**src/hw/rtl/rvcam_pkg.sv**
```systemverilog
// types and constants shared by the rail voltage and current alert monitor
`timescale 1ns / 1ps
`default_nettype none

package rvcam_pkg;

   // current hysteresis half-width in milliamps
   localparam int CURRENT_HYST_MA = 10;

   // widths of the comparison arithmetic
   localparam int VOLT_SUM_W = 18;
   localparam int CURR_SUM_W = 18;

   // alert flag bit positions
   localparam int FLAG_OVA   = 0;
   localparam int FLAG_UVA   = 1;
   localparam int FLAG_OCA   = 2;
   localparam int FLAG_UCA   = 3;
   localparam int FLAG_OVW   = 4;
   localparam int FLAG_UVW   = 5;
   localparam int FLAG_OCW   = 6;
   localparam int FLAG_UCW   = 7;
   localparam int FLAG_FAULT = 8;
   localparam int FLAG_W     = 9;

   // power good codes
   localparam logic [1:0] PG_UNKNOWN  = 2'd0;
   localparam logic [1:0] PG_NOT_GOOD = 2'd1;
   localparam logic [1:0] PG_GOOD     = 2'd2;

   // configuration register indexes
   typedef enum logic [2:0] {
      REG_NOMINAL_MV     = 3'd0,
      REG_V_ALERT_DEV_MV = 3'd1,
      REG_V_WARN_DEV_MV  = 3'd2,
      REG_V_HYST_MV      = 3'd3,
      REG_OC_ALERT_MA    = 3'd4,
      REG_OC_WARN_MA     = 3'd5,
      REG_UC_WARN_MA     = 3'd6,
      REG_UC_ALERT_MA    = 3'd7
   } reg_index_type;

   localparam int CSR_ADDR_W = 5;

   // configuration register set
   typedef struct packed {
      logic        [15:0] nominal_mv;
      logic        [15:0] v_alert_dev_mv;
      logic        [15:0] v_warn_dev_mv;
      logic        [15:0] v_hyst_mv;
      logic signed [15:0] oc_alert_ma;
      logic signed [15:0] oc_warn_ma;
      logic signed [15:0] uc_warn_ma;
      logic signed [15:0] uc_alert_ma;
   } cfg_type;

   // one input sample
   typedef struct packed {
      logic        [15:0] voltage_mv;
      logic               voltage_valid;
      logic signed [15:0] current_ma;
      logic               current_valid;
      logic        [1:0]  hw_power_good;
      logic               rail_active;
   } req_type;

   // one result
   typedef struct packed {
      logic [FLAG_W-1:0] alert_flags;
      logic              is_alert;
      logic [1:0]        sw_power_good;
   } rsp_type;

endpackage

`default_nettype wire

```
**src/hw/rtl/rail_voltage_current_alert_monitor.sv**
```systemverilog
// rail voltage and current alert monitor: window comparators with hysteresis
// a sample goes through the input stage register and the compare into the result register
// one sample per cycle unless rsp_stall holds; the flag update is a single compare stage
// reset clears the flags, the power good state (unknown) and both valid bits;
// thresholds return to their defaults and voltage checking is off
`timescale 1ns / 1ps
`default_nettype none

module rail_voltage_current_alert_monitor (
   input  wire                                   clock,
   input  wire                                   reset,
   input  wire                                   req_valid,
   output logic                                  req_stall,
   input  rvcam_pkg::req_type                    req_data,
   output logic                                  rsp_valid,
   input  wire                                   rsp_stall,
   output rvcam_pkg::rsp_type                    rsp_data,
   input  wire                                   csr_psel,
   input  wire                                   csr_penable,
   input  wire                                   csr_pwrite,
   input  wire  [rvcam_pkg::CSR_ADDR_W-1:0]      csr_paddr,
   input  wire  [31:0]                           csr_pwdata,
   output logic [31:0]                           csr_prdata,
   output logic                                  csr_pready
);

   localparam int VW = rvcam_pkg::VOLT_SUM_W;
   localparam int CW = rvcam_pkg::CURR_SUM_W;
   localparam logic signed [CW-1:0] CURR_HYST = CW'(rvcam_pkg::CURRENT_HYST_MA);

   rvcam_pkg::cfg_type                  cfg_ff, cfg_in;
   logic                                s1_valid_ff, s1_valid_in;
   rvcam_pkg::req_type                  s1_item_ff, s1_item_in;
   logic                                rsp_valid_ff, rsp_valid_in;
   rvcam_pkg::rsp_type                  rsp_data_ff, rsp_data_in;
   logic [rvcam_pkg::FLAG_W-1:0]        flag_ff, flag_in;
   logic [1:0]                          sw_good_ff, sw_good_in;

   logic                                csr_write;
   rvcam_pkg::reg_index_type            csr_index;
   logic                                out_go;
   logic                                s1_move;
   logic                                req_take;

   logic [rvcam_pkg::FLAG_W-1:0]        set_bits;
   logic [rvcam_pkg::FLAG_W-1:0]        clr_bits;
   logic [1:0]                          ova_res, ovw_res, uva_res, uvw_res;
   logic [1:0]                          oca_res, ocw_res, uca_res, ucw_res;
   logic [VW-1:0]                       v_ext, vn_ext, vh_ext;
   logic signed [CW-1:0]                i_ext;

   // over-voltage window: {set, clear}, all sums non-negative
   function automatic logic [1:0] volt_over(input logic [VW-1:0] v,
                                            input logic [VW-1:0] vn,
                                            input logic [VW-1:0] dev,
                                            input logic [VW-1:0] h);
      logic [VW-1:0] thr;
      thr = vn + dev;
      volt_over = {(v > thr + h), (v + h < thr)};
   endfunction

   // under-voltage window: {set, clear}, terms moved so nothing goes negative
   function automatic logic [1:0] volt_under(input logic [VW-1:0] v,
                                             input logic [VW-1:0] vn,
                                             input logic [VW-1:0] dev,
                                             input logic [VW-1:0] h);
      volt_under = {(v + dev + h < vn), (v + dev > vn + h)};
   endfunction

   // over-current window: {set, clear}
   function automatic logic [1:0] curr_over(input logic signed [CW-1:0] i,
                                            input logic signed [15:0]   thr);
      logic signed [CW-1:0] t;
      t = CW'(thr);
      curr_over = {(i > t + CURR_HYST), (i < t - CURR_HYST)};
   endfunction

   // under-current window: {set, clear}
   function automatic logic [1:0] curr_under(input logic signed [CW-1:0] i,
                                             input logic signed [15:0]   thr);
      logic signed [CW-1:0] t;
      t = CW'(thr);
      curr_under = {(i < t - CURR_HYST), (i > t + CURR_HYST)};
   endfunction

   // configuration port decode
   assign csr_pready = 1'b1;
   assign csr_write  = csr_psel & csr_penable & csr_pwrite & csr_pready;
   assign csr_index  = rvcam_pkg::reg_index_type'(csr_paddr[rvcam_pkg::CSR_ADDR_W-1:2]);

   always_comb begin
      cfg_in = cfg_ff;
      if (csr_write) begin
         case (csr_index)
            rvcam_pkg::REG_NOMINAL_MV:     cfg_in.nominal_mv     = csr_pwdata[15:0];
            rvcam_pkg::REG_V_ALERT_DEV_MV: cfg_in.v_alert_dev_mv = csr_pwdata[15:0];
            rvcam_pkg::REG_V_WARN_DEV_MV:  cfg_in.v_warn_dev_mv  = csr_pwdata[15:0];
            rvcam_pkg::REG_V_HYST_MV:      cfg_in.v_hyst_mv      = csr_pwdata[15:0];
            rvcam_pkg::REG_OC_ALERT_MA:    cfg_in.oc_alert_ma    = csr_pwdata[15:0];
            rvcam_pkg::REG_OC_WARN_MA:     cfg_in.oc_warn_ma     = csr_pwdata[15:0];
            rvcam_pkg::REG_UC_WARN_MA:     cfg_in.uc_warn_ma     = csr_pwdata[15:0];
            rvcam_pkg::REG_UC_ALERT_MA:    cfg_in.uc_alert_ma    = csr_pwdata[15:0];
            default:                       cfg_in = cfg_ff;
         endcase
      end
   end

   // register read mux
   always_comb begin
      case (csr_index)
         rvcam_pkg::REG_NOMINAL_MV:     csr_prdata = {16'd0, cfg_ff.nominal_mv};
         rvcam_pkg::REG_V_ALERT_DEV_MV: csr_prdata = {16'd0, cfg_ff.v_alert_dev_mv};
         rvcam_pkg::REG_V_WARN_DEV_MV:  csr_prdata = {16'd0, cfg_ff.v_warn_dev_mv};
         rvcam_pkg::REG_V_HYST_MV:      csr_prdata = {16'd0, cfg_ff.v_hyst_mv};
         rvcam_pkg::REG_OC_ALERT_MA:    csr_prdata = {16'd0, cfg_ff.oc_alert_ma};
         rvcam_pkg::REG_OC_WARN_MA:     csr_prdata = {16'd0, cfg_ff.oc_warn_ma};
         rvcam_pkg::REG_UC_WARN_MA:     csr_prdata = {16'd0, cfg_ff.uc_warn_ma};
         rvcam_pkg::REG_UC_ALERT_MA:    csr_prdata = {16'd0, cfg_ff.uc_alert_ma};
         default:                       csr_prdata = 32'd0;
      endcase
   end

   // pipeline flow: the input stage moves on when the result register is free
   assign out_go    = ~rsp_valid_ff | ~rsp_stall;
   assign s1_move   = s1_valid_ff & out_go;
   assign req_stall = s1_valid_ff & ~out_go;
   assign req_take  = req_valid & ~req_stall;

   always_comb begin
      s1_valid_in = s1_valid_ff;
      s1_item_in  = s1_item_ff;
      if (req_take) begin
         s1_valid_in = 1'b1;
         s1_item_in  = req_data;
      end else if (s1_move) begin
         s1_valid_in = 1'b0;
      end
   end

   // window comparisons on the registered sample
   always_comb begin
      v_ext  = VW'(s1_item_ff.voltage_mv);
      vn_ext = VW'(cfg_ff.nominal_mv);
      vh_ext = VW'(cfg_ff.v_hyst_mv);
      i_ext  = CW'(s1_item_ff.current_ma);

      ova_res = volt_over (v_ext, vn_ext, VW'(cfg_ff.v_alert_dev_mv), vh_ext);
      ovw_res = volt_over (v_ext, vn_ext, VW'(cfg_ff.v_warn_dev_mv),  vh_ext);
      uva_res = volt_under(v_ext, vn_ext, VW'(cfg_ff.v_alert_dev_mv), vh_ext);
      uvw_res = volt_under(v_ext, vn_ext, VW'(cfg_ff.v_warn_dev_mv),  vh_ext);
      oca_res = curr_over (i_ext, cfg_ff.oc_alert_ma);
      ocw_res = curr_over (i_ext, cfg_ff.oc_warn_ma);
      uca_res = curr_under(i_ext, cfg_ff.uc_alert_ma);
      ucw_res = curr_under(i_ext, cfg_ff.uc_warn_ma);
   end

   // set and clear masks, then the flag and power good update
   always_comb begin
      set_bits = '0;
      clr_bits = '0;
      if ((cfg_ff.nominal_mv != 16'd0) && s1_item_ff.voltage_valid) begin
         {set_bits[rvcam_pkg::FLAG_OVA], clr_bits[rvcam_pkg::FLAG_OVA]} = ova_res;
         {set_bits[rvcam_pkg::FLAG_OVW], clr_bits[rvcam_pkg::FLAG_OVW]} = ovw_res;
         {set_bits[rvcam_pkg::FLAG_UVA], clr_bits[rvcam_pkg::FLAG_UVA]} = uva_res;
         {set_bits[rvcam_pkg::FLAG_UVW], clr_bits[rvcam_pkg::FLAG_UVW]} = uvw_res;
      end
      if (s1_item_ff.current_valid) begin
         {set_bits[rvcam_pkg::FLAG_OCA], clr_bits[rvcam_pkg::FLAG_OCA]} = oca_res;
         {set_bits[rvcam_pkg::FLAG_OCW], clr_bits[rvcam_pkg::FLAG_OCW]} = ocw_res;
         {set_bits[rvcam_pkg::FLAG_UCA], clr_bits[rvcam_pkg::FLAG_UCA]} = uca_res;
         {set_bits[rvcam_pkg::FLAG_UCW], clr_bits[rvcam_pkg::FLAG_UCW]} = ucw_res;
      end
      // inactive rail drops the current and under-voltage flags; over-voltage and fault stay
      if (!s1_item_ff.rail_active) begin
         clr_bits[rvcam_pkg::FLAG_OCA] = 1'b1;
         clr_bits[rvcam_pkg::FLAG_OCW] = 1'b1;
         clr_bits[rvcam_pkg::FLAG_UCA] = 1'b1;
         clr_bits[rvcam_pkg::FLAG_UCW] = 1'b1;
         clr_bits[rvcam_pkg::FLAG_UVA] = 1'b1;
         clr_bits[rvcam_pkg::FLAG_UVW] = 1'b1;
      end
      if (s1_item_ff.hw_power_good == rvcam_pkg::PG_NOT_GOOD) begin
         set_bits[rvcam_pkg::FLAG_FAULT] = 1'b1;
      end else if (s1_item_ff.hw_power_good == rvcam_pkg::PG_GOOD) begin
         clr_bits[rvcam_pkg::FLAG_FAULT] = 1'b1;
      end

      flag_in    = flag_ff;
      sw_good_in = sw_good_ff;
      if (s1_move) begin
         flag_in = (flag_ff | set_bits) & ~clr_bits;
         if (cfg_ff.nominal_mv != 16'd0) begin
            sw_good_in = (set_bits[rvcam_pkg::FLAG_OVA] | set_bits[rvcam_pkg::FLAG_UVA]) ?
                         rvcam_pkg::PG_NOT_GOOD : rvcam_pkg::PG_GOOD;
         end
      end
   end

   // result register
   always_comb begin
      rsp_valid_in = rsp_valid_ff;
      rsp_data_in  = rsp_data_ff;
      if (s1_move) begin
         rsp_valid_in              = 1'b1;
         rsp_data_in.alert_flags   = flag_in;
         rsp_data_in.is_alert      = flag_in[rvcam_pkg::FLAG_OVA] | flag_in[rvcam_pkg::FLAG_UVA] |
                                     flag_in[rvcam_pkg::FLAG_OCA] | flag_in[rvcam_pkg::FLAG_UCA] |
                                     flag_in[rvcam_pkg::FLAG_FAULT];
         rsp_data_in.sw_power_good = sw_good_in;
      end else if (out_go) begin
         rsp_valid_in = 1'b0;
      end
   end

   // control and state registers
   always_ff @(posedge clock) begin
      if (reset) begin
         cfg_ff.nominal_mv     <= 16'd0;
         cfg_ff.v_alert_dev_mv <= 16'd0;
         cfg_ff.v_warn_dev_mv  <= 16'd0;
         cfg_ff.v_hyst_mv      <= 16'd0;
         cfg_ff.oc_alert_ma    <= 16'sh7FFF;
         cfg_ff.oc_warn_ma     <= 16'sh7FFF;
         cfg_ff.uc_warn_ma     <= 16'sh8000;
         cfg_ff.uc_alert_ma    <= 16'sh8000;
         s1_valid_ff           <= 1'b0;
         rsp_valid_ff          <= 1'b0;
         flag_ff               <= '0;
         sw_good_ff            <= rvcam_pkg::PG_UNKNOWN;
      end else begin
         cfg_ff       <= cfg_in;
         s1_valid_ff  <= s1_valid_in;
         rsp_valid_ff <= rsp_valid_in;
         flag_ff      <= flag_in;
         sw_good_ff   <= sw_good_in;
      end
   end

   // payload registers
   always_ff @(posedge clock) begin
      s1_item_ff  <= s1_item_in;
      rsp_data_ff <= rsp_data_in;
   end

   assign rsp_valid = rsp_valid_ff;
   assign rsp_data  = rsp_data_ff;

endmodule

`default_nettype wire
```
**config.mk**
```make
export PLATFORM = sky130hd
export DESIGN_NAME = rail_voltage_current_alert_monitor
export DESIGN_NICKNAME = d
export VERILOG_FILES = /design/src/hw/rtl/rvcam_pkg.sv /design/src/hw/rtl/rail_voltage_current_alert_monitor.sv
export SDC_FILE = /design/constraint.sdc
export NUM_CORES = 1
export LEC_CHECK = 0
export BUFFER_PORTS_ARGS = -buffer_cell sky130_fd_sc_hd__buf_2
export CELL_PAD_IN_SITES_DETAIL_PLACEMENT = 1
export CELL_PAD_IN_SITES_GLOBAL_PLACEMENT = 2
export CORE_ASPECT_RATIO = 0.6
export CORE_MARGIN = 2
export CORE_UTILIZATION = 35
export CTS_CLUSTER_SIZE = 14
export DETAILED_ROUTE_END_ITERATION = 12
export PLACE_DENSITY_LB_ADDON = 0.1
export SYNTH_ARGS = -nofsm -noshare
export SYNTH_HDL_FRONTEND = slang
export SYNTH_SLANG_ARGS = --single-unit
export TNS_END_PERCENT = 30
```
**constraint.sdc**
```tcl
create_clock -name clock -period 4.95 [get_ports clock]
set_input_delay 0.2475 -clock clock [delete_from_list [all_inputs] [get_ports clock]]
set_output_delay 0.2475 -clock clock [all_outputs]
set_load 0.02 [all_outputs]
```
==> results_dict.tcl <==
set metrics [dict create \
    synth_area_leader_cell "ha_1" \
    ys.flop_type "dfxtp_1" \
    finalInstanceArea_um2 27680 \
    regArea_um2 4299 \
    worst_pin_slew_ns 1.162 \
    wl_per_cell_um 25.39 \
    crit_fanout 3 \
    gp_congestion 0.9575 \
    fin_tns_setup_ns -4.114 \
    hold_ws_ns 0.02329 \
    fill_cells 7567 \
    reg2reg_from "s1_item_ff[21]" \
    final_layout_size_suffix_gt1_frac 0.2001 \
    routed_wl_mm 103.3 \
    first_iter_violations 2020 \
    ir_drop_mv 0.2343 \
    die_h_um 199.3 \
    cts-htree-levels 4 \
    yosysUniqueCellTypes 86 \
    required_ns 5.31 \
    pin_count 128 \
    drcViolationCount 0 \
    synth_area_leaders "ha_1 (24%), dfxtp_1 (13%), edfxtp_1 (6.6%)" \
    start_util 0.3544 \
    fin_ws_ns -0.4231 \
    maxCapViolations 0 \
    critPathKind "flip-flop to flip-flop" \
    start_kind "flip-flop" \
    ant_nets 0 \
    finalCritPeriodShare 1.085 \
    synth_top_area_share 0.2400 \
    hold_viol 0 \
    firstDrtPassIters 5 \
    most-common-layout-cells "ha_1 (423), buf_4 (399), nand2_1 (349)" \
    cts_buffers 17 \
    ys_ff_latch 190 \
    p_leak_nw 12.66 \
    hold_start "rsp_stall" \
    fp-row-count 71 \
    rsz0062_at_grt "yes" \
    startpoint "s1_item_ff[21]" \
    first_global_vias 22750 \
    postPlaceCellArea_um2 26180 \
    cts_root_buf "clkbuf_16" \
    core_area_um2 62810 \
    vias_per_cell 5.671 \
    synth_warnings 0 \
    min_period_ns 5.373 \
    relSlewSlack 0.2242 \
    cts_tree "yes" \
    cts.sinks 190 \
    vias 23060 \
    area_growth_pct 24.33 \
    grt_pass1_wl_mm 152.3 \
    status "finished, violations left" \
    synth_cells 2782 \
    power.density_nw_per_um2 156.8 \
    nets 3733 \
    dieArea_um2 65700 \
    clkTransAtPathRegs_ns 0.08 \
    clk_latency_ns 0.50 \
    dp_hpwl_mm 85.35 \
    io_buffers 92 \
    diodes 0 \
    syn_area_um2 22260 \
    hold_class "input port to flip-flop" \
    ys_seq_area_frac 0.1929 \
    track_usage 0.3161 \
    grt_max_degree 61 \
    syn_avg_cell_area_um2 8.001 \
    die_x_um 329.6 \
    overflow 0 \
    finalSetupViolCount 13 \
    final_common_cell "ha_1" \
    violations "setup timing" \
    antenna_found_initial 2 \
    synth-async-reset-ratio 0 \
    crit_arrival_ns 5.73 \
    endpoint_kind "flip-flop" \
    clock_path_buffers 2 \
    final_max_slew_viol_count 0 \
    multiInputGateArea_um2 17440 \
    synth_edf_count 49 \
    clock.fmax_mhz 186.1 \
    skew_ns 0.01544 \
]
==> Yosys cell counts (49+ instances only) <==
cell type	n
nand2_1	349
clkbuf_1	88
ha_1	427
nand3_1	59
xnor2_1	121
o21a_1	54
edfxtp_1	49
nor2_1	203
nor3_1	63
xor2_1	101
dfxtp_1	141
o21ai_0	116
inv_1	123
a21o_1	70
a21oi_1	276
==> worst max-delay path: stages (launching register included) <==
cell and delay (ns):
edfxtp_1 0.47, ha_4 0.21, buf_4 0.13, a21o_1 0.18, a21oi_2 0.22, o21bai_1 0.15, a21oi_2 0.20, nor2_1 0.07
xor2_1 0.19, ha_1 0.28, a211o_1 0.36, or2_2 0.30, o221ai_2 0.25, buf_4 0.17, a21oi_2 0.08, xor2_1 0.16
ha_1 0.31, nand4_1 0.11, nor2_1 0.07, a211o_1 0.27, or4_1 0.41, a21oi_2 0.17, nor3_4 0.08, o21ai_2 0.17
o22ai_2 0.09, nor2b_1 0.14
==> power breakdown <==
group          switching [mW]  total [mW]  internal, mW
clock network           0.837        1.53         0.690
registers              0.0656        1.70          1.63
logic                   0.658        1.12         0.458
total                    1.56        4.34          2.78
==> per-layer routing <==
layer	routed length (um)	global-route usage	vias to the layer above
met5	0	0	-
met4	879	0.03636	0
met3	8094	0.05370	52
met2	37330	0.4094	709
met1	56980	0.5305	11420
li1	-	-	10890
==> metrics by stage <==
step	util	power, mW	setup slack (ns)	std cells
2_1_floorplan	-	2.320	0.002828	2797
3_3_place_gp	0.4168	2.732	-0.8246	3979
3_5_place_dp	0.4168	2.771	-0.9111	3979
4_1_cts	0.4384	4.321	-0.4158	4062
5_1_grt	0.4406	4.523	-0.6812	4067
6_report	0.4406	4.338	-0.4231	4067
==> layout make-up <==
type / count / share of cell area
Clock buffer: 19 / 0.01600
Clock inverter: 13 / 0.005064
Inverter: 124 / 0.01691
Multi-Input combinational cell: 2354 / 0.6303
Sequential cell: 190 / 0.1553
Tap cell: 839 / 0.03793
Timing Repair Buffer: 528 / 0.1384
==> final timing paths <==
path                         to  slack (ns)  cells past startpoint
setup / recovery  sw_good_ff[1]       -0.42                     25
hold / removal        rsp_valid        0.02                      3
setup reg to reg  sw_good_ff[1]       -0.42                     25
hold reg to reg      flag_ff[8]        0.49                      2
==> cell families (layout without fill, tap and decap cells) <==
kind of cell    after synthesis  count (layout)  synth area share
compound gates              718             718            0.2051
xor+xnor                    222             222           0.08735
fa+ha+maj                   437             437            0.2490
buf+inv                     253             684           0.04615
flops                       190             190            0.1929
mux                          55              55           0.03086
other cells                   2              17         0.0003374
simple gates                905             905            0.1883
==> registers in the layout, indices dropped and copies added (netlist names) <==
register / flops
flag_ff: 9
s1_item_ff: 21
s1_valid_ff: 1
rsp_data: 12
sw_good_ff: 2
i_ext: 16
rsp_valid: 1
cfg_ff: 128
==> repair_timing <==
action	CTS	global route
setup endpoints to repair	13	13
buffers inserted	13	5
gates resized for setup	65	26
hold buffers	38	0
pin swaps	30	10
hold endpoints to repair	38	0
No activity file was read; power rests on OpenSTA's default activity.
